[src/design/ffba_pkg.sv]
// ffba_pkg: shared constants, codes and controller/datapath bundles
// for the first-fit block allocator. No dependencies.
`timescale 1ns / 1ps
`default_nettype none
package ffba_pkg;

   localparam int MAX_BLOCKS   = 16;
   localparam int HEADER_BYTES = 32;
   localparam int IDX_W        = $clog2(MAX_BLOCKS);
   localparam int CNT_W        = $clog2(MAX_BLOCKS + 1);
   localparam int SIZE_W       = 27;
   localparam int CSR_IDX_W    = 2;

   localparam logic [26:0] MAX_REQUEST_RST = 27'd100000000;
   localparam logic [31:0] HEAP_LIMIT_RST  = 32'd16777216;

   localparam logic [1:0] CMD_ALLOC   = 2'd0;
   localparam logic [1:0] CMD_ZALLOC  = 2'd1;
   localparam logic [1:0] CMD_FREE    = 2'd2;
   localparam logic [1:0] CMD_REALLOC = 2'd3;

   localparam logic [1:0] ST_OK      = 2'd0;
   localparam logic [1:0] ST_REJECT  = 2'd1;
   localparam logic [1:0] ST_NOSPACE = 2'd2;
   localparam logic [1:0] ST_NOP     = 2'd3;

   localparam logic [CSR_IDX_W-1:0] CSR_MAX_REQUEST = 2'd0;
   localparam logic [CSR_IDX_W-1:0] CSR_HEAP_BASE   = 2'd1;
   localparam logic [CSR_IDX_W-1:0] CSR_HEAP_LIMIT  = 2'd2;

   // controller -> datapath
   typedef struct packed {
      logic             load;       // capture request word
      logic             scan_clr;   // reset scan index
      logic             scan_step;  // advance scan index
      logic             take_free;  // reuse block at scan index
      logic             append;     // create block at heap top
      logic             release_old;// free the request's handle
      logic             keep_old;   // answer with the old handle
      logic [1:0]       status;
      logic             gives;
      logic             finish;     // load result register
   } ffba_cmd_type;

   // datapath -> controller
   typedef struct packed {
      logic [1:0] cmd;
      logic       size_bad;    // zero or over limit (64-bit exact)
      logic       handle_ok;   // handle valid and below total
      logic       handle_freeable;
      logic       handle_valid;
      logic       fits_old;    // request <= old block size
      logic       scan_done;   // scan index reached total
      logic       scan_hit;    // entry at scan index is free and fits
      logic       can_grow;    // table not full and heap has room
   } ffba_stat_type;

endpackage
`default_nettype wire

[src/design/ffba_ctrl.sv]
// ffba_ctrl: sequencing state machine of the allocator.
// Depends on ffba_pkg.
`timescale 1ns / 1ps
`default_nettype none
module ffba_ctrl import ffba_pkg::*; (
   input  wire logic          clock,
   input  wire logic          reset,
   input  wire logic          req_valid,
   output      logic          req_ready,
   output      logic          rsp_valid,
   input  wire logic          rsp_ready,
   input  wire ffba_stat_type stat,
   output      ffba_cmd_type  cmd
);
   typedef enum logic [6:0] {
      S_IDLE   = 7'b0000001,
      S_RDOLD  = 7'b0000010,  // old block size read in flight
      S_DECIDE = 7'b0000100,
      S_RDSCAN = 7'b0001000,  // scan entry read in flight
      S_SCAN   = 7'b0010000,
      S_DONE   = 7'b0100000,
      S_RSP    = 7'b1000000
   } state_type;

   state_type state_ff, state_in;
   logic      rsp_valid_ff, rsp_valid_in;

   logic take_ok;
   assign take_ok = !rsp_valid_ff || rsp_ready;
   assign req_ready = (state_ff == S_IDLE) && take_ok;
   assign rsp_valid = rsp_valid_ff;

   logic alloc_path;
   assign alloc_path = (stat.cmd == CMD_ALLOC) || (stat.cmd == CMD_ZALLOC) ||
                       ((stat.cmd == CMD_REALLOC) && !stat.handle_valid);

   always_comb begin
      state_in     = state_ff;
      cmd          = '0;
      rsp_valid_in = rsp_valid_ff && !rsp_ready;
      unique case (state_ff)
         S_IDLE: begin
            if (req_valid && req_ready) begin
               cmd.load = 1'b1;
               state_in = S_RDOLD;
            end
         end
         S_RDOLD: state_in = S_DECIDE;
         S_DECIDE: begin
            cmd.scan_clr = 1'b1;
            state_in     = S_DONE;
            if (stat.cmd == CMD_FREE) begin
               if (stat.handle_freeable) begin
                  cmd.release_old = 1'b1;
                  cmd.status      = ST_OK;
               end else cmd.status = ST_NOP;
            end else if (!alloc_path && stat.size_bad) begin
               cmd.status = ST_REJECT;
            end else if (!alloc_path && !stat.handle_ok) begin
               cmd.status = ST_NOP;
            end else if (!alloc_path && stat.fits_old) begin
               cmd.keep_old = 1'b1;
               cmd.status   = ST_OK;
               cmd.gives    = 1'b1;
            end else if (stat.size_bad) begin
               cmd.status = ST_REJECT;
            end else begin
               state_in = S_RDSCAN;
            end
            if (state_in == S_DONE) cmd.finish = 1'b1;
         end
         S_RDSCAN: state_in = S_SCAN;
         S_SCAN: begin
            if (stat.scan_done) begin
               cmd.finish = 1'b1;
               state_in   = S_DONE;
               if (stat.can_grow) begin
                  cmd.append      = 1'b1;
                  cmd.release_old = !alloc_path;
                  cmd.status      = ST_OK;
                  cmd.gives       = 1'b1;
               end else cmd.status = ST_NOSPACE;
            end else if (stat.scan_hit) begin
               cmd.take_free   = 1'b1;
               cmd.release_old = !alloc_path;
               cmd.status      = ST_OK;
               cmd.gives       = 1'b1;
               cmd.finish      = 1'b1;
               state_in        = S_DONE;
            end else begin
               cmd.scan_step = 1'b1;
               state_in      = S_RDSCAN;
            end
         end
         S_DONE: begin
            rsp_valid_in = 1'b1;
            state_in     = S_RSP;
         end
         S_RSP: state_in = S_IDLE;
         default: state_in = S_IDLE;
      endcase
   end

   always_ff @(posedge clock) begin
      if (reset) begin
         state_ff     <= S_IDLE;
         rsp_valid_ff <= 1'b0;
      end else begin
         state_ff     <= state_in;
         rsp_valid_ff <= rsp_valid_in;
      end
   end

`ifndef SYNTHESIS
   a_one_hot: assert property (@(posedge clock) disable iff (reset)
      $onehot(state_ff)) else $error("state not one-hot");
   a_rsp_hold: assert property (@(posedge clock) disable iff (reset)
      rsp_valid_ff && !rsp_ready |=> rsp_valid_ff) else $error("word dropped");
   a_one_finish: assert property (@(posedge clock) disable iff (reset)
      cmd.finish |-> state_in == S_DONE) else $error("finish outside end");
`endif
endmodule
`default_nettype wire

[config.mk]
export PLATFORM = sky130hd
export DESIGN_NAME = ffba_ctrl
export DESIGN_NICKNAME = d
export VERILOG_FILES = /design/src/design/ffba_pkg.sv /design/src/design/ffba_ctrl.sv
export SDC_FILE = /design/constraint.sdc
export NUM_CORES = 1
export LEC_CHECK = 0
export BUFFER_PORTS_ARGS = -buffer_cell sky130_fd_sc_hd__buf_2
export CORE_AREA = 4 4 41 43
export DETAILED_ROUTE_END_ITERATION = 10
export DIE_AREA = 0 0 45 47
export HOLD_SLACK_MARGIN = 0.08
export MAX_ROUTING_LAYER = met4
export PLACE_DENSITY_LB_ADDON = 0.08
export SYNTH_ARGS = -nofsm -noshare
export SYNTH_HDL_FRONTEND = slang
export SYNTH_SLANG_ARGS = --single-unit
[constraint.sdc]
create_clock -name clock -period 3.21 [get_ports clock]
set_input_delay 0.321 -clock clock [delete_from_list [all_inputs] [get_ports clock]]
set_output_delay 0.321 -clock clock [all_outputs]
set_load 0.02 [all_outputs]
==> impl_summary.md <==
Run status
The run finished with clean final reports.

GRT
The number of global-route vias before repair is 509. The initial antenna violation count is 0. The global routing usage summed across all routing layers is 14.6%. For this run the aggregate overflow at the end of global routing stands at 0. The first-pass GRT wire length is 2210 um. Entering global routing, the biggest net connects 9 pins.

Power
For this design the static power due to leakage is 0.340 nW. Dividing total power by cell area gives a power density of 332 nW/um2. VDD sags by at most 0.000231 V.

STA
The share of the cycle needed by the critical path after routing is 79.7%. The time the final worst path needs with I/O delays and setup is 2560 ps. Setup violations remaining at the end of the flow were counted as 0. Setup repair after global routing left no endpoint under its margin. The worst clock skew is 2.68 ps. Static timing analysis puts the maximum clock frequency at 391 MHz. For the pin with the worst max-slew slack, the measured transition is 480 ps.

Setup total negative slack on the finished layout was measured at 0 ps. The count of final hold-check violations is 0. In this run the tightest slew margin relative to its limit is 67.7%. The final max-slew violation count was 0.

Yosys
The distinct cell type count after synthesis is 37. The synthesized flop and latch total is 8. In the synthesized netlist the async set-or-reset flop fraction comes to 0%. In this run the cell area of the synthesized design comes to 577 um2. Ranked by total cell area, the synthesized netlist is headed by sky130_fd_sc_hd__dfxtp_1 (28%), sky130_fd_sc_hd__nand2b_1 (7.6%), sky130_fd_sc_hd__xnor2_1 (4.6%), sky130_fd_sc_hd__nor2_1 (3.9%), sky130_fd_sc_hd__or4_4 (3.9%).

Sequential cells were found to cover 27.8% of the synthesized design area. The area share of the largest cell type after synthesis is 27.8%. The post-synthesis net count is 86. The instance count of the mapped netlist is 72. sky130_fd_sc_hd__dfxtp_1 takes more of the synthesized area than any other cell. In this run, synthesis inferred 0 flip-flops with an integrated enable. In this run the mean area of a mapped cell was 8.01 um2. The most used flip-flop cell after synthesis is sky130_fd_sc_hd__dfxtp_1. The number of warning messages in the yosys log is 0.

Route
The average wire length per cell after detail routing is 12.5 um. The length of the first detailed-routing pass in iterations is 5. The total wirelength of the detailed-routed design is 1440 um. The first routing iteration left 12 violations. After detailed routing, the number of remaining DRC violations is 0.

The routed layout has 620 vias. The detail route stage leaves a number of antenna-violating nets equal to 0. After detailed routing, the number of vias per cell comes to 5.39.

Die
The initial utilization of the core area, before any placement, comes to 44.3%. In this run the count of I/O pins placed on the die edge is 27. The floorplan step set the die height to 47 um.

The floorplan core area is 1300 um2. From left edge to right edge, the die measures 45 um. The row count is 13. The die covers 2120 um2.

Place
The final weighted congestion of routability-driven global placement is 0.758. Once placement finished, the instance area stood at 722 um2. The HPWL after detailed placement is 1150 um.

The count of buffers inserted at the top-level ports is 26.

Worst setup path
STA classifies the critical path endpoint as a primary output. In this run the worst path has a maximum fanout of 8. The data arrival time at the worst-slack endpoint is 2240 ps. The critical path required time is 2890 ps. The critical path is of the flip-flop to primary output type. The launching element type of the critical path is a flip-flop.

Cells and area
The post-route netlist has 39.0% of its cells at a drive strength greater than 1. The number of antenna cells inserted is 0. In the layout the commonest cells are sky130_fd_sc_hd__buf_2 (26), sky130_fd_sc_hd__dfxtp_1 (8), sky130_fd_sc_hd__nand2b_1 (7), sky130_fd_sc_hd__nor2_1 (6), sky130_fd_sc_hd__nor3_1 (4). Compared with the post-synthesis result, the final layout area differs by 29.1%. The cell area after layout is 744 um2. The most frequent standard cell in the layout excluding fill and tap cells is sky130_fd_sc_hd__buf_2.

The number of nets at the end of the flow is 116.

Clock tree
The number of buffers added to fix hold violations after cts is 0. The clock slew at the register clock pins of the worst setup and hold paths is 50 ps. The clock passes through at most 2 buffers. The depth of the CTS H-tree is 1. The number of resized instances in the post-cts repair step is 0. TritonCTS built the clock tree. The clock latency on the worst-skew pair is 250 ps. The root buffer cell chosen for the clock tree is sky130_fd_sc_hd__clkbuf_4.

CTS saw 8 sinks. In this run, CTS created clock tree buffers numbering 3. The setup fix buffers added after clock tree synthesis is 0.

Min path
The tightest min-delay check is of the input port to flip-flop type.

Job
Max-cap violations in this run came to 0.
## power by group
group	leakage, nW	total [mW]	internal [mW]	switching [mW]
logic	0.262	0.0615	0.0300	0.0315
clock network	0.0138	0.0765	0.0428	0.0338
registers	0.0649	0.110	0.103	0.00658
## registers in the layout, summed over array words and instances, names as in the netlist
signal	flops
rsp_valid	1
state_ff	7
## through the flow
step / power [mW] / setup WS (ps) / hold slack (ps) / instances / util, %
2_1_floorplan: 0.150 / 805 / 390 / 72 / -
3_3_place_gp: 0.172 / 943 / 474 / 112 / 55.5
3_5_place_dp: 0.172 / 931 / 478 / 112 / 55.5
4_1_cts: 0.252 / 642 / 274 / 115 / 57.2
5_1_grt: 0.262 / 559 / 285 / 115 / 57.2
6_report: 0.248 / 650 / 284 / 115 / 57.2
## cell usage after synthesis, types with 3 or more instances
master and instances:
sky130_fd_sc_hd__dfxtp_1 8, sky130_fd_sc_hd__nor3_1 4, sky130_fd_sc_hd__xnor2_1 3, sky130_fd_sc_hd__nor2_1 6, sky130_fd_sc_hd__nand2b_1 7, sky130_fd_sc_hd__inv_1 3
## path summary, 6_finish.rpt
| kind | start | to | slack, ps | cells after the start |
|---|---|---|---|---|
| setup / recovery | state_ff[0] | cmd[1] | 650 | 5 |
| hold / removal | reset | rsp_valid | 280 | 2 |
| setup reg to reg | state_ff[0] | state_ff[3] | 1330 | 4 |
| hold reg to reg | state_ff[6] | state_ff[4] | 470 | 1 |
## final cells by class
| class | count | area [um2] |
|---|---|---|
| sequential | 8 | 160 |
| fill | 129 | 557 |
| clock buffer | 3 | 22.5 |
| inverter | 4 | 15.0 |
| multi-input combinational | 59 | 398 |
| tap | 15 | 18.8 |
| timing repair buffer | 26 | 130 |
## routing by layer
metal	vias to the layer above	track usage (%)	routed length, um
met3	0	5.75	87
met2	13	18.9	619
li1	326	-	-
met1	281	21.4	728
met4	0	1.75	0
met5	-	-	0
## kinds of logic (layout without fill, tap and decap cells)
kind of cell / after synthesis / count (layout) / synth area share [%]
buffers and inverters: 5 / 33 / 3.25
and+or+nand+nor: 41 / 41 / 44.7
AOI/OAI and AO/OA: 15 / 15 / 19.7
xor gates and xnor gates: 3 / 3 / 4.56
DFF: 8 / 8 / 27.8
## worst max-delay path, cell delays in order, from the launching register on
cell and delay (ps):
sky130_fd_sc_hd__dfxtp_1 370, sky130_fd_sc_hd__or4_4 570, sky130_fd_sc_hd__or4b_4 530, sky130_fd_sc_hd__nor3_2 210, sky130_fd_sc_hd__o21bai_1 130, sky130_fd_sc_hd__buf_2 180
Power figures use the tool's default switching activity.
