==> config.mk <==
export PLATFORM = sky130hd
export DESIGN_NAME = ffba_dpath
export DESIGN_NICKNAME = d
export VERILOG_FILES = /design/src/design/ffba_pkg.sv /design/src/design/ffba_ram.sv /design/src/design/ffba_dpath.sv
export SDC_FILE = /design/constraint.sdc
export NUM_CORES = 2
export LEC_CHECK = 0
export BUFFER_PORTS_ARGS = -buffer_cell sky130_fd_sc_hd__clkbuf_2
export CAP_MARGIN = 40
export CORE_MARGIN = 8
export CORE_UTILIZATION = 45
export DETAILED_ROUTE_END_ITERATION = 8
export HOLD_SLACK_MARGIN = 0.08
export PLACE_DENSITY = 0.69
export SETUP_SLACK_MARGIN = 0.4
export SLEW_MARGIN = 30
export SYNTH_ARGS = -nofsm -noshare
export SYNTH_HDL_FRONTEND = slang
export SYNTH_HIERARCHICAL = 1
export SYNTH_SLANG_ARGS = --single-unit
==> constraint.sdc <==
create_clock -name clock -period 12.7 [get_ports clock]
set_clock_uncertainty 0.2 [all_clocks]
set_input_delay 2.54 -clock clock [delete_from_list [all_inputs] [get_ports clock]]
set_output_delay 2.54 -clock clock [all_outputs]
set_load 0.05 [all_outputs]
==> src/design/ffba_pkg.sv <==
// ffba_pkg: shared constants, codes and controller/datapath bundles
// for the first-fit block allocator. No dependencies.
`timescale 1ns / 1ps
`default_nettype none
package ffba_pkg;

   localparam int MAX_BLOCKS   = 16;
   localparam int HEADER_BYTES = 32;
   localparam int IDX_W        = $clog2(MAX_BLOCKS);
   localparam int CNT_W        = $clog2(MAX_BLOCKS + 1);
   localparam int SIZE_W       = 27;
   localparam int CSR_IDX_W    = 2;

   localparam logic [26:0] MAX_REQUEST_RST = 27'd100000000;
   localparam logic [31:0] HEAP_LIMIT_RST  = 32'd16777216;

   localparam logic [1:0] CMD_ALLOC   = 2'd0;
   localparam logic [1:0] CMD_ZALLOC  = 2'd1;
   localparam logic [1:0] CMD_FREE    = 2'd2;
   localparam logic [1:0] CMD_REALLOC = 2'd3;

   localparam logic [1:0] ST_OK      = 2'd0;
   localparam logic [1:0] ST_REJECT  = 2'd1;
   localparam logic [1:0] ST_NOSPACE = 2'd2;
   localparam logic [1:0] ST_NOP     = 2'd3;

   localparam logic [CSR_IDX_W-1:0] CSR_MAX_REQUEST = 2'd0;
   localparam logic [CSR_IDX_W-1:0] CSR_HEAP_BASE   = 2'd1;
   localparam logic [CSR_IDX_W-1:0] CSR_HEAP_LIMIT  = 2'd2;

   // controller -> datapath
   typedef struct packed {
      logic             load;       // capture request word
      logic             scan_clr;   // reset scan index
      logic             scan_step;  // advance scan index
      logic             take_free;  // reuse block at scan index
      logic             append;     // create block at heap top
      logic             release_old;// free the request's handle
      logic             keep_old;   // answer with the old handle
      logic [1:0]       status;
      logic             gives;
      logic             finish;     // load result register
   } ffba_cmd_type;

   // datapath -> controller
   typedef struct packed {
      logic [1:0] cmd;
      logic       size_bad;    // zero or over limit (64-bit exact)
      logic       handle_ok;   // handle valid and below total
      logic       handle_freeable;
      logic       handle_valid;
      logic       fits_old;    // request <= old block size
      logic       scan_done;   // scan index reached total
      logic       scan_hit;    // entry at scan index is free and fits
      logic       can_grow;    // table not full and heap has room
   } ffba_stat_type;

endpackage
`default_nettype wire

==> src/design/ffba_ram.sv <==
// ffba_ram: generic single-port write, one-port registered-read RAM.
// No dependencies.
`timescale 1ns / 1ps
`default_nettype none
module ffba_ram #(
   parameter int WIDTH = 32,
   parameter int DEPTH = 16
) (
   input  wire logic                     clock,
   input  wire logic                     wr_en,
   input  wire logic [$clog2(DEPTH)-1:0] wr_addr,
   input  wire logic [WIDTH-1:0]         wr_data,
   input  wire logic [$clog2(DEPTH)-1:0] rd_addr,
   output      logic [WIDTH-1:0]         rd_data
);
   logic [WIDTH-1:0] mem [DEPTH];

   always_ff @(posedge clock) begin
      if (wr_en) mem[wr_addr] <= wr_data;
      rd_data <= mem[rd_addr];
   end
endmodule
`default_nettype wire

==> src/design/ffba_dpath.sv <==
// ffba_dpath: block table, counters and result register of the allocator.
// Depends on ffba_pkg and ffba_ram.
`timescale 1ns / 1ps
`default_nettype none
module ffba_dpath import ffba_pkg::*; (
   input  wire logic                 clock,
   input  wire logic                 reset,
   input  wire logic                 csr_write,
   input  wire logic [CSR_IDX_W-1:0] csr_index,
   input  wire logic [31:0]          csr_data,
   input  wire logic [1:0]           req_cmd,
   input  wire logic [31:0]          req_size,
   input  wire logic [31:0]          req_elem_count,
   input  wire logic                 req_handle_valid,
   input  wire logic [3:0]           req_handle,
   input  wire ffba_cmd_type         cmd,
   output      ffba_stat_type        stat,
   output      logic [1:0]           rsp_status,
   output      logic [3:0]           rsp_out_handle,
   output      logic [31:0]          rsp_out_address,
   output      logic [4:0]           rsp_free_blocks,
   output      logic [31:0]          rsp_free_bytes,
   output      logic [4:0]           rsp_alloc_blocks,
   output      logic [31:0]          rsp_alloc_bytes,
   output      logic [31:0]          rsp_meta_bytes
);
   // configuration
   logic [26:0] max_request_ff;
   logic [31:0] heap_base_ff, heap_limit_ff;

   always_ff @(posedge clock) begin
      if (reset) begin
         max_request_ff <= MAX_REQUEST_RST;
         heap_base_ff   <= '0;
         heap_limit_ff  <= HEAP_LIMIT_RST;
      end else if (csr_write) begin
         unique case (csr_index)
            CSR_MAX_REQUEST: max_request_ff <= csr_data[26:0];
            CSR_HEAP_BASE:   heap_base_ff   <= csr_data;
            CSR_HEAP_LIMIT:  heap_limit_ff  <= csr_data;
            default: ;
         endcase
      end
   end

   // request word
   logic [1:0]       cmd_ff;
   logic [31:0]      size_ff, cnt_ff;
   logic             hv_ff;
   logic [IDX_W-1:0] h_ff;
   logic [63:0]      prod_ff;
   logic [63:0]      need_sz;

   always_ff @(posedge clock) begin
      if (cmd.load) begin
         cmd_ff  <= req_cmd;
         size_ff <= req_size;
         cnt_ff  <= req_elem_count;
         hv_ff   <= req_handle_valid;
         h_ff    <= req_handle[IDX_W-1:0];
      end
      prod_ff <= {32'd0, size_ff} * {32'd0, cnt_ff};  // valid by S_DECIDE
   end

   assign need_sz = (cmd_ff == CMD_ZALLOC) ? prod_ff : {32'd0, size_ff};

   // table state
   logic [MAX_BLOCKS-1:0] free_ff;
   logic [CNT_W-1:0]      total_ff, free_cnt_ff;
   logic [31:0]           top_ff, free_bytes_ff, alloc_bytes_ff;
   logic [IDX_W-1:0]      scan_ff;
   logic [CNT_W-1:0]      scan_pos_ff;

   logic [SIZE_W-1:0] rd_size, old_size_ff;
   logic [31:0]       rd_base;
   logic [IDX_W-1:0]  rd_addr;
   logic              rd_old_ff;

   // the first read after load fetches the old handle's entry
   always_ff @(posedge clock) begin
      if (reset) rd_old_ff <= 1'b0;
      else rd_old_ff <= cmd.load;
   end
   assign rd_addr = (cmd.load || rd_old_ff) ? h_ff : scan_ff;

   always_ff @(posedge clock) if (rd_old_ff) old_size_ff <= rd_size;

   logic [31:0] new_base;
   logic [63:0] need_top;
   assign new_base = heap_base_ff + top_ff;
   assign need_top = {32'd0, top_ff} + 64'(HEADER_BYTES) + need_sz;

   ffba_ram #(.WIDTH(SIZE_W), .DEPTH(MAX_BLOCKS)) u_size (
      .clock, .wr_en(cmd.append), .wr_addr(total_ff[IDX_W-1:0]),
      .wr_data(need_sz[SIZE_W-1:0]), .rd_addr(cmd.load ? req_handle[IDX_W-1:0] : rd_addr),
      .rd_data(rd_size));
   ffba_ram #(.WIDTH(32), .DEPTH(MAX_BLOCKS)) u_base (
      .clock, .wr_en(cmd.append), .wr_addr(total_ff[IDX_W-1:0]),
      .wr_data(new_base), .rd_addr(rd_addr), .rd_data(rd_base));

   // status to controller
   logic size_bad;
   assign size_bad = (need_sz == 64'd0) || (cmd_ff == CMD_ZALLOC && cnt_ff == 32'd0) ||
                     (need_sz > {37'd0, max_request_ff});
   assign stat.cmd             = cmd_ff;
   assign stat.size_bad        = size_bad;
   assign stat.handle_valid    = hv_ff;
   assign stat.handle_ok       = hv_ff && (CNT_W'(h_ff) < total_ff);
   assign stat.handle_freeable = hv_ff && (CNT_W'(h_ff) < total_ff) && !free_ff[h_ff];
   assign stat.fits_old        = size_ff <= {5'd0, old_size_ff};
   assign stat.scan_done       = scan_pos_ff >= total_ff;
   assign stat.scan_hit        = free_ff[scan_ff] && ({37'd0, rd_size} >= need_sz);
   assign stat.can_grow        = (total_ff < CNT_W'(MAX_BLOCKS)) &&
                                 (need_top <= {32'd0, heap_limit_ff});

   always_ff @(posedge clock) begin
      if (cmd.scan_clr) begin
         scan_ff     <= '0;
         scan_pos_ff <= '0;
      end else if (cmd.scan_step) begin
         scan_ff     <= scan_ff + 1'b1;
         scan_pos_ff <= scan_pos_ff + 1'b1;
      end
   end

   // free list and counters; take and release never hit the same entry
   logic [SIZE_W-1:0] rel_size;
   assign rel_size = old_size_ff;
   logic [MAX_BLOCKS-1:0] free_in;
   logic [CNT_W-1:0]      free_cnt_in;
   logic [31:0]           free_bytes_in;

   always_comb begin
      free_in       = free_ff;
      free_cnt_in   = free_cnt_ff;
      free_bytes_in = free_bytes_ff;
      if (cmd.take_free) begin
         free_in[scan_ff] = 1'b0;
         free_cnt_in      = free_cnt_in - 1'b1;
         free_bytes_in    = free_bytes_in - {5'd0, rd_size};
      end
      // an old block that is already free stays counted once
      if (cmd.release_old && !free_ff[h_ff]) begin
         free_in[h_ff] = 1'b1;
         free_cnt_in   = free_cnt_in + 1'b1;
         free_bytes_in = free_bytes_in + {5'd0, rel_size};
      end
   end

   always_ff @(posedge clock) begin
      if (reset) begin
         free_ff        <= '0;
         free_cnt_ff    <= '0;
         free_bytes_ff  <= '0;
         total_ff       <= '0;
         top_ff         <= '0;
         alloc_bytes_ff <= '0;
      end else begin
         free_ff       <= free_in;
         free_cnt_ff   <= free_cnt_in;
         free_bytes_ff <= free_bytes_in;
         if (cmd.append) begin
            total_ff       <= total_ff + 1'b1;
            top_ff         <= need_top[31:0];
            alloc_bytes_ff <= alloc_bytes_ff + need_sz[31:0];
         end
      end
   end

   // result register; counters sampled in the cycle after finish
   logic [1:0]  st_ff;
   logic        give_ff, res_ld_ff;
   logic [3:0]  oh_ff;
   logic [31:0] oa_ff;
   logic [31:0] meta;
   assign meta = 32'(total_ff) * 32'(HEADER_BYTES);

   always_ff @(posedge clock) begin
      if (reset) res_ld_ff <= 1'b0;
      else res_ld_ff <= cmd.finish;
      if (cmd.finish) begin
         st_ff   <= cmd.status;
         give_ff <= cmd.gives;
         if (cmd.append) begin
            oh_ff <= 4'(total_ff[IDX_W-1:0]);
            oa_ff <= new_base + 32'(HEADER_BYTES);
         end else if (cmd.keep_old) begin
            oh_ff <= 4'(h_ff);
            oa_ff <= rd_base + 32'(HEADER_BYTES);
         end else begin
            oh_ff <= 4'(scan_ff);
            oa_ff <= rd_base + 32'(HEADER_BYTES);
         end
      end
      if (res_ld_ff) begin
         rsp_status       <= st_ff;
         rsp_out_handle   <= give_ff ? oh_ff : 4'd0;
         rsp_out_address  <= give_ff ? oa_ff : 32'd0;
         rsp_free_blocks  <= 5'(free_cnt_ff);
         rsp_free_bytes   <= free_bytes_ff;
         rsp_alloc_blocks <= 5'(total_ff);
         rsp_alloc_bytes  <= alloc_bytes_ff;
         rsp_meta_bytes   <= meta;
      end
   end

`ifndef SYNTHESIS
   a_cnt: assert property (@(posedge clock) disable iff (reset)
      free_cnt_ff == CNT_W'($countones(free_ff))) else $error("free count mismatch");
   a_take_rel: assert property (@(posedge clock) disable iff (reset)
      cmd.take_free && cmd.release_old |-> scan_ff != h_ff) else $error("same entry");
   a_total: assert property (@(posedge clock) disable iff (reset)
      total_ff <= CNT_W'(MAX_BLOCKS)) else $error("table overrun");
`endif
endmodule
`default_nettype wire

==> results.ini <==
[run_status]
status = finished, final reports clean

[min_path]
holdCritPathClass = reg2reg
worstHoldEndpoint = rsp_status[0]
hold_depth = 0
hold_start = st_ff[0]

[worst_setup_path]
max_stage_delay_ns = 0.68
reg2reg_slack_ns = 3.42
worstReg2RegStart = size_ff[30]
start_kind = register
critical_path_class = reg2out
reg2reg_to = prod_ff[57]
slowest_stage = mux2i_1
cp_top_family = simple AND/OR/NAND/NOR gates
r2r_cells = 24
cp.required_ns = 9.96
critical_path_buf_inv_count = 5
cpMostUsedCell = ha_1
critical_path.max_fanout = 19
end_kind = output pin
arrival_ns = 8.99

[floorplan]
core_area_mm2 = 0.224
ios = 273
die_width_um = 490
dieArea_mm2 = 0.241
initial_core_util_pct = 45.2
fp-row-count = 174
fp.dieH_um = 490

[yosys]
synth.largest_area_cell = edfxtp_1
synth_area_leaders = edfxtp_1, fa_1, ha_1, dfxtp_1, mux4_2
synth_ff_type = edfxtp_1
synthArstFlopShare_pct = 0
yosys.area.top_type_share_pct = 35.4
syn_avg_cell_area_um2 = 12.0
netlist_area_mm2 = 0.101
synth_edf_count = 1193
seq_area_frac_synth_pct = 42.2
ys_seq_elements = 1540
ys_types = 98
yosysWarnings = 6
netlist_instances = 8452

[run]
drv_cap = 0

[detailed_routing]
dr_wl_met2_um = 135000
antenna_left = 0
via_count = 66900
drc_errors = 0
met1_length_um = 118000
highest_layer = met5
met3WireLength_um = 24900
drt_iter0_markers = 6307
vias_per_cell = 5.68
dr.pass1.iters = 6
wire_per_inst_um = 24.7
routed_wl_um = 291000

[placed_design]
dp.final_hpwl_um = 203000
port_buffers = 245
placed_area_mm2 = 0.106
routabilityCongestion = 0.929

[clocking]
clk_pin_slew_worst_paths_ns = 0.06
root_buffer = clkbuf_16
cts_made_buffers = 161
clockBufferDepth = 3
htreeDepth = 4
insertion_delay_ns = 0.85
cts_tree = built
cts_hold_buf = 0
cts.sinks = 1540

[global_route]
grt_overflow = 0
grt_max_degree = 72
grt_pass1_vias = 70200
grt_use_total_pct = 24.0
grt_pass1_wl_um = 443000
antenna_found_initial = 14

[timing]
fin_crit_sh_pct = 92.4
setup_tns_ns = 0
setup_viol = 0
timing_worst_slew_pin_value_ns = 0.871
min_period_ns = 11.73
maxSlewViolCount = 0
max_clock_freq_mhz = 85.2
relSlewSlack_pct = 40.3
rsz0062_at_grt = no
hold_viol = 0

[final_layout]
final_cell_mix = edfxtp_1, inv_1, fa_1
final_common_cell = edfxtp_1
post-route-util_pct = 50.0
areaGrowthSynthToFinish_pct = 10.7
stdcell_area_mm2 = 0.112
fillers = 19300
drive_above_1_share_pct = 12.6
num-nets-final = 10300

## worst register-to-register path, stage by stage, from the launching register on
cell and delay, ns:
edfxtp_1 0.83, buf_4 0.47, nand2_1 0.15, fa_1 0.55
inv_1 0.06, fa_1 0.49, fa_1 0.52, inv_1 0.05
fa_1 0.47, inv_1 0.05, fa_1 0.48, fa_1 0.46
fa_1 0.55, inv_1 0.07, fa_1 0.49, inv_1 0.05
ha_1 0.43, and4_1 0.35, and4_1 0.29, o2111ai_1 0.38
a21oi_1 0.31, o21ai_1 0.12, a21oi_1 0.45, nor3b_1 0.10
a2111oi_0 0.71
## final cells by class
cell class              count  area [um^2]  area share, %
well taps                2992         3740           3.34
clock inverters            85         1080          0.960
multi-input cells        5451        53100           47.4
clock buffers             216         4450           3.97
repair buffers            440         2900           2.59
flip-flops and latches   1540        42800           38.2
inverters                1063         4000           3.57
diodes                      5         12.5         0.0112
## kinds of logic after synthesis
group / share of synthesized area [%]
multiplexers: 6.86
XOR/XNOR: 2.13
flip-flops: 42.2
AND/OR/NAND/NOR: 11.4
buffers and inverters: 5.76
other: 0.00370
adder cells (fa/ha/maj): 24.9
AO/OA/AOI/OAI: 6.72
## what timing repair did
item                                   4_1_cts  5_1_grt
setup endpoints to repair                    1        1
endpoints found under the hold margin        0        0
buffers inserted                             3        5
resized for setup                            0        4
## sequential cells by signal (all words and copies together) (netlist names), 27 cells and up
name             count
cnt_ff              32
heap_limit_ff       32
rsp_free_bytes      32
max_request_ff      27
u_base/mem         512
prod_ff             64
top_ff              32
old_size_ff         27
u_base/rd_data      32
size_ff             32
heap_base_ff        32
u_size/rd_data      27
u_size/mem         432
rsp_out_address     32
alloc_bytes_ff      32
free_bytes_ff       32
rsp_alloc_bytes     32
oa_ff               32
## metal layers
metal,track usage [%],vias to the layer above
li1,-,29200
met1,32.2,34200
met2,38.8,3040
met3,4.38,553
met4,9.46,2
met5,0,-
## synthesized netlist by cell type (all sizes together) (38+ instances only)
cell type and number:
edfxtp 1193, inv 1062, fa 901, nand2 836
and2 678, ha 573, dfxtp 347, a21oi 339
clkbuf 316, nor2 271, mux4 246, xnor2 166
o21ai 163, a22oi 123, a21o 112, buf 108
mux2i 98, xor2 79, nor3 74, nand3 69
nor2b 67, nand4 58, nand2b 56, a211oi 42
o21a 39, and3 38, mux2 38
## how the worst max path moves through the flow
stage | slack (ns) | depth (start not counted) | start | end
after detailed placement | 1.19 | 25 | cmd_ff[1] | stat[0]
after global routing | 0.45 | 29 | cmd_ff[1] | stat[0]
final | 0.97 | 26 | cmd_ff[1] | stat[0]
after global placement | 1.37 | 27 | cmd_ff[1] | stat[0]
after CTS | 0.66 | 28 | cmd_ff[1] | stat[0]
after floorplan | 1.72 | 28 | cmd_ff[0] | stat[0]
## per-stage QoR
step           hold slack (ns)  setup WS [ns]  cells
2_1_floorplan            0.200           1.72   8478
3_3_place_gp             0.204           1.37  11500
3_5_place_dp             0.220           1.19  11500
4_1_cts                  0.234          0.656  11800
5_1_grt                  0.250          0.449  11800
6_report                 0.230          0.969  11800
Power is left out: the tool's default activity adds up to more than one toggle a clock period on the data nets, which glitch-free logic cannot reach.
